--- src/design/lfps_pkg.sv ---
package lfps_pkg;

    // Width of the signed error accumulator.
    localparam int SUM_WIDTH = 24;

    localparam int GAIN_W  = 16;
    localparam int LEVEL_W = 7;
    localparam int ERR_W   = 8;
    localparam int DELTA_W = 9;
    localparam int PWM_W   = 8;

    localparam int CFG_IDX_W  = 3;
    localparam int CFG_DATA_W = 16;

    // The Q8.8 gains and the 4 ms tick fold into N / 128000, with
    // N = 500*kp*e + ki*acc + 125000*kd*(e - e_prev).
    localparam longint KP_SCALE = 500;
    localparam longint KD_SCALE = 125000;
    localparam longint GAIN_MAX = (longint'(1) << GAIN_W) - 1;
    localparam int KP_S_W = $clog2(GAIN_MAX * KP_SCALE + 1);
    localparam int KD_S_W = $clog2(GAIN_MAX * KD_SCALE + 1);

    // Signed product widths of the three terms and of their sum.
    localparam int PKP_W = KP_S_W + 1 + ERR_W;
    localparam int PKI_W = GAIN_W + 1 + SUM_WIDTH;
    localparam int PKD_W = KD_S_W + 1 + DELTA_W;
    localparam int PMAX_W = (PKP_W > PKI_W) ?
                            ((PKP_W > PKD_W) ? PKP_W : PKD_W) :
                            ((PKI_W > PKD_W) ? PKI_W : PKD_W);
    localparam int NUM_W = PMAX_W + 2;

    // 128000 = 2^10 * 125. Magnitudes at or above 256 * 128000 saturate the steered
    // motor anyway, so the quotient is only needed below that.
    localparam int     DIV_SHIFT = 10;
    localparam longint DIV_ODD   = 125;
    localparam longint Q_LIMIT   = 256;
    localparam longint MAG_LIMIT = Q_LIMIT * DIV_ODD * (longint'(1) << DIV_SHIFT);
    localparam int     X_W       = $clog2(MAG_LIMIT >> DIV_SHIFT);

    // floor(x / 125) = (x * 33555) >> 22 holds exactly for every x below 2^15.
    localparam int                RECIP_W     = 16;
    localparam logic [RECIP_W-1:0] RECIP_MUL  = RECIP_W'(33555);
    localparam int                RECIP_SHIFT = 22;
    localparam int                Q_W         = 9;
    localparam int                SPEED_W     = Q_W + 1;
    localparam int                MOTOR_W     = SPEED_W + 1;

    localparam int DUTY_LIMIT = 100;

    // Register reset values.
    localparam longint KP_RESET       = 179;
    localparam longint KI_RESET       = 77;
    localparam longint KD_RESET       = 8;
    localparam int     SETPOINT_RESET = 11;
    localparam int     BASE_RESET     = 20;

    typedef enum logic [CFG_IDX_W-1:0] {
        CFG_KP       = 3'd0,
        CFG_KI       = 3'd1,
        CFG_KD       = 3'd2,
        CFG_SETPOINT = 3'd3,
        CFG_BASE     = 3'd4
    } t_cfg_idx;

endpackage

--- src/design/lfps_if.sv ---
// Brightness samples into the unit.
interface lfps_in_if;
    logic                        valid;
    logic                        ready;
    logic [lfps_pkg::LEVEL_W-1:0] brightness;

    modport source (output valid, output brightness, input ready);
    modport sink   (input valid, input brightness, output ready);
endinterface

// Motor duty results out of the unit.
interface lfps_out_if;
    logic                              valid;
    logic                              ready;
    logic signed [lfps_pkg::PWM_W-1:0] right_pwm;
    logic signed [lfps_pkg::PWM_W-1:0] left_pwm;

    modport source (output valid, output right_pwm, output left_pwm, input ready);
    modport sink   (input valid, input right_pwm, input left_pwm, output ready);
endinterface

// Register writes.
interface lfps_cfg_if;
    logic                           valid;
    logic                           ready;
    logic [lfps_pkg::CFG_IDX_W-1:0]  index;
    logic [lfps_pkg::CFG_DATA_W-1:0] data;

    modport source (output valid, output index, output data, input ready);
    modport sink   (input valid, input index, input data, output ready);
endinterface

--- src/design/line_follow_pid_steering_unit.sv ---
// PID steering unit for a line-following robot. Each input beat carries one
// reflected-light sample; each output beat carries the right and left motor
// duties (signed percent, saturated to -100..100) that the sample produces,
// one result per sample, in order. The unit is a four-stage pipeline
// (error and accumulator update, gain products, sum and scaling, reciprocal
// divide and motor mix). A result is offered once its sample has passed the
// stage A, B, C and D registers; a new sample is taken every cycle while the
// output side is ready. The one loop that limits the rate is the
// error/accumulator update in the first stage, which closes within that stage.
// Stages that hold a bubble let the input keep moving while a finished result
// waits on the output. Register writes (gains, setpoint, base power)
// are taken in any cycle and must only be issued while no sample is in
// flight; writes to unused indexes are dropped.
module line_follow_pid_steering_unit (
    input  logic          i_clk,
    input  logic          i_rst_n,
    lfps_cfg_if.sink      i_cfg,
    lfps_in_if.sink       i_in,
    lfps_out_if.source    o_out
);

    // ------------------------------------------------------------------
    // Configuration registers. The proportional and derivative gains are
    // stored pre-multiplied by their tick scale factors so that each term
    // of the control law costs a single multiply in the datapath.
    // ------------------------------------------------------------------
    logic [lfps_pkg::KP_S_W-1:0]  r_kp_s;
    logic [lfps_pkg::GAIN_W-1:0]  r_ki;
    logic [lfps_pkg::KD_S_W-1:0]  r_kd_s;
    logic [lfps_pkg::LEVEL_W-1:0] r_setpoint;
    logic [lfps_pkg::LEVEL_W-1:0] r_base;

    assign i_cfg.ready = 1'b1;

    always_ff @(posedge i_clk) begin
        if (!i_rst_n) begin
            r_kp_s     <= lfps_pkg::KP_S_W'(lfps_pkg::KP_RESET * lfps_pkg::KP_SCALE);
            r_ki       <= lfps_pkg::GAIN_W'(lfps_pkg::KI_RESET);
            r_kd_s     <= lfps_pkg::KD_S_W'(lfps_pkg::KD_RESET * lfps_pkg::KD_SCALE);
            r_setpoint <= lfps_pkg::LEVEL_W'(lfps_pkg::SETPOINT_RESET);
            r_base     <= lfps_pkg::LEVEL_W'(lfps_pkg::BASE_RESET);
        end else if (i_cfg.valid) begin
            case (lfps_pkg::t_cfg_idx'(i_cfg.index))
                lfps_pkg::CFG_KP: begin
                    r_kp_s <= lfps_pkg::KP_S_W'(i_cfg.data) *
                              lfps_pkg::KP_S_W'(lfps_pkg::KP_SCALE);
                end
                lfps_pkg::CFG_KI: begin
                    r_ki <= i_cfg.data;
                end
                lfps_pkg::CFG_KD: begin
                    r_kd_s <= lfps_pkg::KD_S_W'(i_cfg.data) *
                              lfps_pkg::KD_S_W'(lfps_pkg::KD_SCALE);
                end
                lfps_pkg::CFG_SETPOINT: begin
                    r_setpoint <= i_cfg.data[lfps_pkg::LEVEL_W-1:0];
                end
                lfps_pkg::CFG_BASE: begin
                    r_base <= i_cfg.data[lfps_pkg::LEVEL_W-1:0];
                end
                default: begin
                end
            endcase
        end
    end

    // ------------------------------------------------------------------
    // Pipeline flow control. Each stage loads when it is empty or when the
    // stage after it is loading, so bubbles collapse under a stalled output.
    // ------------------------------------------------------------------
    logic r_va;
    logic r_vb;
    logic r_vc;
    logic r_vd;
    logic rdy_a;
    logic rdy_b;
    logic rdy_c;
    logic rdy_d;
    logic in_fire;

    assign rdy_d   = !r_vd || o_out.ready;
    assign rdy_c   = !r_vc || rdy_d;
    assign rdy_b   = !r_vb || rdy_c;
    assign rdy_a   = !r_va || rdy_b;
    assign in_fire = i_in.valid && rdy_a;

    assign i_in.ready  = rdy_a;
    assign o_out.valid = r_vd;

    always_ff @(posedge i_clk) begin
        if (!i_rst_n) begin
            r_va <= 1'b0;
            r_vb <= 1'b0;
            r_vc <= 1'b0;
            r_vd <= 1'b0;
        end else begin
            if (rdy_a) begin
                r_va <= i_in.valid;
            end
            if (rdy_b) begin
                r_vb <= r_va;
            end
            if (rdy_c) begin
                r_vc <= r_vb;
            end
            if (rdy_d) begin
                r_vd <= r_vc;
            end
        end
    end

    // ------------------------------------------------------------------
    // Stage A: error, difference and trapezoid accumulator. The loop state
    // (previous error and saturating sum) is updated on each accepted beat.
    // ------------------------------------------------------------------
    localparam int SUM_EXT_W = lfps_pkg::SUM_WIDTH + 1;

    logic signed [lfps_pkg::ERR_W-1:0]       r_prev_err;
    logic signed [lfps_pkg::SUM_WIDTH-1:0]   r_err_sum;
    logic signed [lfps_pkg::ERR_W-1:0]       n_err;
    logic signed [lfps_pkg::DELTA_W-1:0]     n_delta;
    logic signed [lfps_pkg::DELTA_W-1:0]     n_trap;
    logic signed [SUM_EXT_W-1:0]             n_sum_ext;
    logic signed [lfps_pkg::SUM_WIDTH-1:0]   n_sum;

    logic signed [lfps_pkg::ERR_W-1:0]       r_a_err;
    logic signed [lfps_pkg::DELTA_W-1:0]     r_a_delta;
    logic signed [lfps_pkg::SUM_WIDTH-1:0]   r_a_sum;
    logic                                    r_a_right;

    always_comb begin
        n_err   = lfps_pkg::ERR_W'({1'b0, r_setpoint}) -
                  lfps_pkg::ERR_W'({1'b0, i_in.brightness});
        n_delta = {n_err[lfps_pkg::ERR_W-1], n_err} -
                  {r_prev_err[lfps_pkg::ERR_W-1], r_prev_err};
        n_trap  = {n_err[lfps_pkg::ERR_W-1], n_err} +
                  {r_prev_err[lfps_pkg::ERR_W-1], r_prev_err};
        n_sum_ext = {r_err_sum[lfps_pkg::SUM_WIDTH-1], r_err_sum} +
                    {{(SUM_EXT_W - lfps_pkg::DELTA_W){n_trap[lfps_pkg::DELTA_W-1]}},
                     n_trap};
        // Saturate when the extended sum leaves the signed accumulator range.
        if (n_sum_ext[SUM_EXT_W-1] != n_sum_ext[SUM_EXT_W-2]) begin
            n_sum = n_sum_ext[SUM_EXT_W-1] ?
                    {1'b1, {(lfps_pkg::SUM_WIDTH-1){1'b0}}} :
                    {1'b0, {(lfps_pkg::SUM_WIDTH-1){1'b1}}};
        end else begin
            n_sum = n_sum_ext[lfps_pkg::SUM_WIDTH-1:0];
        end
    end

    always_ff @(posedge i_clk) begin
        if (!i_rst_n) begin
            r_prev_err <= '0;
            r_err_sum  <= '0;
        end else if (in_fire) begin
            r_prev_err <= n_err;
            r_err_sum  <= n_sum;
        end
    end

    // The error is below the setpoint exactly when the sample is nonzero;
    // that steers the correction to the right motor.
    always_ff @(posedge i_clk) begin
        if (in_fire) begin
            r_a_err   <= n_err;
            r_a_delta <= n_delta;
            r_a_sum   <= n_sum;
            r_a_right <= (i_in.brightness != '0);
        end
    end

    // ------------------------------------------------------------------
    // Stage B: the three gain products, each one signed multiply.
    // ------------------------------------------------------------------
    logic signed [lfps_pkg::PKP_W-1:0] n_b_kp;
    logic signed [lfps_pkg::PKI_W-1:0] n_b_ki;
    logic signed [lfps_pkg::PKD_W-1:0] n_b_kd;
    logic signed [lfps_pkg::PKP_W-1:0] r_b_kp;
    logic signed [lfps_pkg::PKI_W-1:0] r_b_ki;
    logic signed [lfps_pkg::PKD_W-1:0] r_b_kd;
    logic                              r_b_right;

    assign n_b_kp = $signed({1'b0, r_kp_s}) * r_a_err;
    assign n_b_ki = $signed({1'b0, r_ki}) * r_a_sum;
    assign n_b_kd = $signed({1'b0, r_kd_s}) * r_a_delta;

    always_ff @(posedge i_clk) begin
        if (rdy_b) begin
            r_b_kp    <= n_b_kp;
            r_b_ki    <= n_b_ki;
            r_b_kd    <= n_b_kd;
            r_b_right <= r_a_right;
        end
    end

    // ------------------------------------------------------------------
    // Stage C: sum of the terms, split into sign and magnitude, and the
    // magnitude reduced to N / 1024 with saturation well beyond the duty
    // limit. Dividing the magnitude keeps the quotient truncated toward zero.
    // ------------------------------------------------------------------
    logic signed [lfps_pkg::NUM_W-1:0] n_c_num;
    logic        [lfps_pkg::NUM_W-1:0] n_c_mag;
    logic        [lfps_pkg::X_W-1:0]   n_c_x;
    logic        [lfps_pkg::X_W-1:0]   r_c_x;
    logic                              r_c_neg;
    logic                              r_c_right;

    always_comb begin
        n_c_num = lfps_pkg::NUM_W'(r_b_kp) + lfps_pkg::NUM_W'(r_b_ki) +
                  lfps_pkg::NUM_W'(r_b_kd);
        n_c_mag = n_c_num[lfps_pkg::NUM_W-1] ? -n_c_num : n_c_num;
        if (n_c_mag >= lfps_pkg::NUM_W'(lfps_pkg::MAG_LIMIT)) begin
            n_c_x = '1;
        end else begin
            n_c_x = n_c_mag[lfps_pkg::DIV_SHIFT +: lfps_pkg::X_W];
        end
    end

    always_ff @(posedge i_clk) begin
        if (rdy_c) begin
            r_c_x     <= n_c_x;
            r_c_neg   <= n_c_num[lfps_pkg::NUM_W-1];
            r_c_right <= r_b_right;
        end
    end

    // ------------------------------------------------------------------
    // Stage D: divide by 125 through a reciprocal multiply, restore the
    // sign, add the base duty and saturate both motors.
    // ------------------------------------------------------------------
    function automatic logic signed [lfps_pkg::PWM_W-1:0] duty_clamp(
        input logic signed [lfps_pkg::MOTOR_W-1:0] value
    );
        logic signed [lfps_pkg::MOTOR_W-1:0] lim;
        lim = lfps_pkg::MOTOR_W'(lfps_pkg::DUTY_LIMIT);
        if (value > lim) begin
            return lfps_pkg::PWM_W'(lfps_pkg::DUTY_LIMIT);
        end else if (value < -lim) begin
            return -lfps_pkg::PWM_W'(lfps_pkg::DUTY_LIMIT);
        end
        return value[lfps_pkg::PWM_W-1:0];
    endfunction

    logic        [lfps_pkg::X_W+lfps_pkg::RECIP_W-1:0] n_d_prod;
    logic        [lfps_pkg::Q_W-1:0]                   n_d_q;
    logic signed [lfps_pkg::SPEED_W-1:0]               n_d_speed;
    logic signed [lfps_pkg::MOTOR_W-1:0]               n_d_base;
    logic signed [lfps_pkg::PWM_W-1:0]                 n_d_drive;
    logic signed [lfps_pkg::PWM_W-1:0]                 n_d_plain;
    logic signed [lfps_pkg::PWM_W-1:0]                 r_d_right_pwm;
    logic signed [lfps_pkg::PWM_W-1:0]                 r_d_left_pwm;

    always_comb begin
        n_d_prod  = (lfps_pkg::X_W + lfps_pkg::RECIP_W)'(r_c_x) *
                    (lfps_pkg::X_W + lfps_pkg::RECIP_W)'(lfps_pkg::RECIP_MUL);
        n_d_q     = n_d_prod[lfps_pkg::RECIP_SHIFT +: lfps_pkg::Q_W];
        n_d_speed = r_c_neg ? -$signed({1'b0, n_d_q}) : $signed({1'b0, n_d_q});
        n_d_base  = $signed(lfps_pkg::MOTOR_W'(r_base));
        n_d_drive = duty_clamp(n_d_base +
                               {n_d_speed[lfps_pkg::SPEED_W-1], n_d_speed});
        n_d_plain = duty_clamp(n_d_base);
    end

    always_ff @(posedge i_clk) begin
        if (rdy_d) begin
            r_d_right_pwm <= r_c_right ? n_d_drive : n_d_plain;
            r_d_left_pwm  <= r_c_right ? n_d_plain : n_d_drive;
        end
    end

    assign o_out.right_pwm = r_d_right_pwm;
    assign o_out.left_pwm  = r_d_left_pwm;

endmodule

--- src/flat_wrapper.sv ---
// flat-port wrapper written by rule: the top's interface ports become plain ports
module line_follow_pid_steering_unit_flat 
  (i_clk, i_rst_n, i_cfg_valid, i_cfg_index, i_cfg_data, i_cfg_ready, i_in_valid, i_in_brightness, i_in_ready, o_out_valid, o_out_right_pwm, o_out_left_pwm, o_out_ready);
  lfps_cfg_if i_cfg_i ();
  lfps_in_if i_in_i ();
  lfps_out_if o_out_i ();
  input  logic i_clk;
  input  logic i_rst_n;
  input wire logic [$bits(i_cfg_i.valid)-1:0] i_cfg_valid;
  input wire logic [$bits(i_cfg_i.index)-1:0] i_cfg_index;
  input wire logic [$bits(i_cfg_i.data)-1:0] i_cfg_data;
  output wire logic [$bits(i_cfg_i.ready)-1:0] i_cfg_ready;
  input wire logic [$bits(i_in_i.valid)-1:0] i_in_valid;
  input wire logic [$bits(i_in_i.brightness)-1:0] i_in_brightness;
  output wire logic [$bits(i_in_i.ready)-1:0] i_in_ready;
  output wire logic [$bits(o_out_i.valid)-1:0] o_out_valid;
  output wire logic [$bits(o_out_i.right_pwm)-1:0] o_out_right_pwm;
  output wire logic [$bits(o_out_i.left_pwm)-1:0] o_out_left_pwm;
  input wire logic [$bits(o_out_i.ready)-1:0] o_out_ready;
  assign i_cfg_i.valid = i_cfg_valid;
  assign i_cfg_i.index = i_cfg_index;
  assign i_cfg_i.data = i_cfg_data;
  assign i_cfg_ready = i_cfg_i.ready;
  assign i_in_i.valid = i_in_valid;
  assign i_in_i.brightness = i_in_brightness;
  assign i_in_ready = i_in_i.ready;
  assign o_out_valid = o_out_i.valid;
  assign o_out_right_pwm = o_out_i.right_pwm;
  assign o_out_left_pwm = o_out_i.left_pwm;
  assign o_out_i.ready = o_out_ready;
  line_follow_pid_steering_unit u_core (.i_clk(i_clk), .i_rst_n(i_rst_n), .i_cfg(i_cfg_i), .i_in(i_in_i), .o_out(o_out_i));
endmodule
--- config.mk ---
export PLATFORM = sky130hd
export DESIGN_NAME = line_follow_pid_steering_unit_flat
export DESIGN_NICKNAME = d
export VERILOG_FILES = /design/src/design/lfps_pkg.sv /design/src/design/lfps_if.sv /design/src/design/line_follow_pid_steering_unit.sv /design/src/flat_wrapper.sv
export SDC_FILE = /design/constraint.sdc
export NUM_CORES = 2
export LEC_CHECK = 0
export BUFFER_PORTS_ARGS = -buffer_cell sky130_fd_sc_hd__clkbuf_2
export CAP_MARGIN = 20
export CORE_UTILIZATION = 45
export DETAILED_ROUTE_END_ITERATION = 6
export HOLD_SLACK_MARGIN = 0.06
export PLACE_DENSITY = 0.63
export SLEW_MARGIN = 5
export SYNTH_ARGS = -nofsm -noshare
export SYNTH_HDL_FRONTEND = slang
export SYNTH_SLANG_ARGS = --single-unit
--- constraint.sdc ---
create_clock -name i_clk -period 12.4 [get_ports i_clk]
set_clock_uncertainty 0.15 [all_clocks]
set_input_delay 0 -clock i_clk [delete_from_list [all_inputs] [get_ports i_clk]]
set_output_delay 0 -clock i_clk [all_outputs]
set_load 0.05 [all_outputs]
==> results.md <==
* Worst path max stage delay at ~0.65 ns
* Final #Nets at 7290
* Routed WL at ~130 mm
* Async set-or-reset flop fraction in the synthesized netlist at 0%
* Worst Path Required at ~13 ns
* Met1 usage at 31.7%
* Final hold viol count at 0
* Total Routing Usage GR at a little under a quarter
* Worst-Skew Late Latency at 0.62 ns
* DRT Pass-1 Iters at 5
* Total nets after synthesis at 7315
* Gr ovfl total at 0
* Worst Path Arrival at 8.56 ns
* Max Cap Viol at 0
* Synth cell types at between 90 and 100
* First-pass GRT wire length at 218 mm
* Hold Path Origin: u_core.r_b_right
* CTS max path bufs at 3
* Post-synth EDFFs at 189
* Crit path capture type: flop
* Number of cells on the worst reg-to-reg path at 31
* Share of cells above drive strength 1 at 3.64%
* Setup TNS at 0 ns
* Ports at 50
* Slew Limit Fails at 0
* Initial antenna violation count at 0
* Cell area after synthesis at about 54000 um2
* Yosys top cell by area: fa_1
* Unrepaired setup endpoints after global routing: no
* Period minus WS final at around 8.4 ns
* DRT antenna net count at 0
* H-tree depth at 2
* # clock sinks at ~310
* Hold EP: u_core.r_c_right
* Core Box Area at 118000 um2
* Dpl cells at about 7.3k
* Crit path buf inv count at 4
* Total Die Area at 121000 um2
* Post-Layout Cell Count at about 7.4k
* Hold Crit Depth at 0
* DP HPWL at roughly 110 mm
* Die X at about 350 um
* Wire per inst at between 15 and 20 um
* Die height at ~350 um
* Fin crit share at about two thirds
* GRT Max-Usage Layer: met2
* FP Rows at 126
* Syn-to-layout area delta at 6.70%
* Initial Util at 45.6%
* Fmax at about 120 MHz
* Vias in the first global route at 40.5k
* Worst-margin pin slew at between 1 and 1.5 ns
* Pin count of the biggest net entering global routing at between 70 and 80
* Slowest cell on the critical path: nor4_1
* RR Endpoint: u_core.o_out.left_pwm[3]
* Rel. slew slack at approximately a fifth
* Post-CTS resize count at 0
* Worst-path fanout max at 14
* Number of I/O port buffers at 48
* RePlAce Congestion at roughly 0.9
* Number of CTS-inserted buffers at 40
* 1st-iter DRT viols at ~2.3k
* Vias at approximately 39k
* Most common flop cell mapped by yosys: edfxtp_1
* Final setup viols at 0
* Yosys warns at 0
* CTS tree: done
* Synth Area per Inst at roughly 9.4 um2
* Clock root cell: clkbuf_16
* Area contributors post-synth: fa_1, ha_1, edfxtp_1
* Post-synth top area share at around 33%
* Flop2flop setup slack at slightly above 4 ns
* Clock transition at the registers of the reported paths at about 0.070 ns
* Critical path startpoint category: flop
* Global Route met3 Usage at about 2.9%
* DRC errors left at 0
* Seq/Total Area, Yosys at between 10% and 20%
* Outcome: complete, no violations
* Worst r2r src: u_core.r_c_x[14]
* Vias per inst at approximately 5.3
* Grt met2 use at a little under two fifths
* Fill count at 11.2k
* Synth Register Bits at around 310
* Crit Path Class: reg -> reg
* Hold Path Class: reg -> reg
* Cells after Synth at just under 6k
* Family with the most delay on the worst path: adder cells
## sequential cells by signal (all words and copies together) (netlist names), 15 cells and up
| register | count |
|---|---|
| u_core.r_err_sum | 24 |
| u_core.r_b_kp | 32 |
| u_core.r_b_ki | 41 |
| u_core.r_a_sum | 24 |
| u_core.r_kd_s | 30 |
| u_core.r_b_kd | 40 |
| u_core.r_ki | 16 |
| u_core.r_c_x | 15 |
| u_core.r_kp_s | 23 |
## cells by family (layout without fill, tap and decap cells)
kind of cell | after synthesis | in the layout | synth area share (%)
compound gates | 791 | 791 | 9.69
xor+xnor | 223 | 223 | 3.62
fa+ha+maj | 1521 | 1521 | 47.7
buf+inv | 1297 | 1302 | 9.09
flops | 308 | 308 | 14.9
mux | 6 | 6 | 0.114
other cells | 1 | 2 | 0.00695
simple gates | 1621 | 1621 | 14.8
## stage by stage
step | setup WS, ns | hold WS (ns) | instance area (um2) | utilization, %
3_3_place_gp | 4.11 | 0.0816 | 55700 | 47.1
6_report | 4.03 | 0.277 | 57600 | 48.6
3_5_place_dp | 4.06 | 0.0879 | 55700 | 47.1
2_1_floorplan | 4.60 | -0.0260 | 53900 | -
5_1_grt | 3.45 | 0.284 | 57600 | 48.6
4_1_cts | 4.05 | 0.234 | 57500 | 48.6
## final cells by class
| type | count | area (um2) | share of cell area (%) |
|---|---|---|---|
| Sequential cell | 308 | 8060 | 14.0 |
| Tap cell | 1600 | 2000 | 3.48 |
| Clock buffer | 44 | 1050 | 1.82 |
| Inverter | 1094 | 4110 | 7.14 |
| Clock inverter | 28 | 282 | 0.489 |
| Timing Repair Buffer | 136 | 1060 | 1.84 |
| Multi-Input combinational cell | 4163 | 41000 | 71.2 |
| Antenna cell | 1 | 2.50 | 0.00435 |
## metal layers
layer / share of wire (%) / wire length [um]
met1: 46 / 61500
met5: 0 / 0
met4: 2.1 / 2860
met2: 47 / 62600
met3: 5.5 / 7340
## layout by cell type, fill, tap and decap left out, types with 35 or more instances in the layout
cell           count
a21o_1            88
a21oi_1          259
and2_1           403
buf_4             41
clkbuf_16         41
clkbuf_2          48
dfxtp_1          119
dlygate4sd3_1     44
edfxtp_1         189
fa_1             897
ha_1             619
inv_1           1091
nand2_1          664
nand2b_1          68
nand3_1           73
nor2_1           167
nor3_1            64
o21a_1            37
o21ai_0          121
o21bai_1          35
xnor2_1          152
xor2_1            71
## synth_stat cells (68+ instances only)
cell	n
nand3_1	73
xnor2_1	152
ha_1	619
o21ai_0	121
nand2b_1	68
a21o_1	88
fa_1	897
xor2_1	71
dfxtp_1	119
inv_1	1092
nand2_1	664
nor2_1	167
edfxtp_1	189
and2_1	403
clkbuf_1	190
a21oi_1	260
## timing repair
action | in CTS | in global routing
setup buffers | 0 | 0
hold buffers | 44 | 0
hold endpoints to repair | 109 | 0
## how the worst max path moves through the flow
stage / from / endpoint / slack (ns) / cells after the start
5_1_grt: u_core.r_c_x[14] / u_core.o_out.left_pwm[3] / 3.45 / 32
3_3_place_gp: u_core.r_c_x[14] / u_core.o_out.left_pwm[3] / 4.11 / 31
3_5_place_dp: u_core.r_c_x[14] / u_core.o_out.left_pwm[3] / 4.06 / 31
2_1_floorplan: u_core.r_c_x[14] / u_core.o_out.left_pwm[2] / 4.60 / 31
4_1_cts: u_core.r_c_x[14] / u_core.o_out.left_pwm[3] / 4.05 / 31
6_report: u_core.r_c_x[14] / u_core.o_out.left_pwm[3] / 4.03 / 31
Power is left out: the tool's default activity adds up to more than one toggle a clock period on the data nets, which glitch-free logic cannot reach.
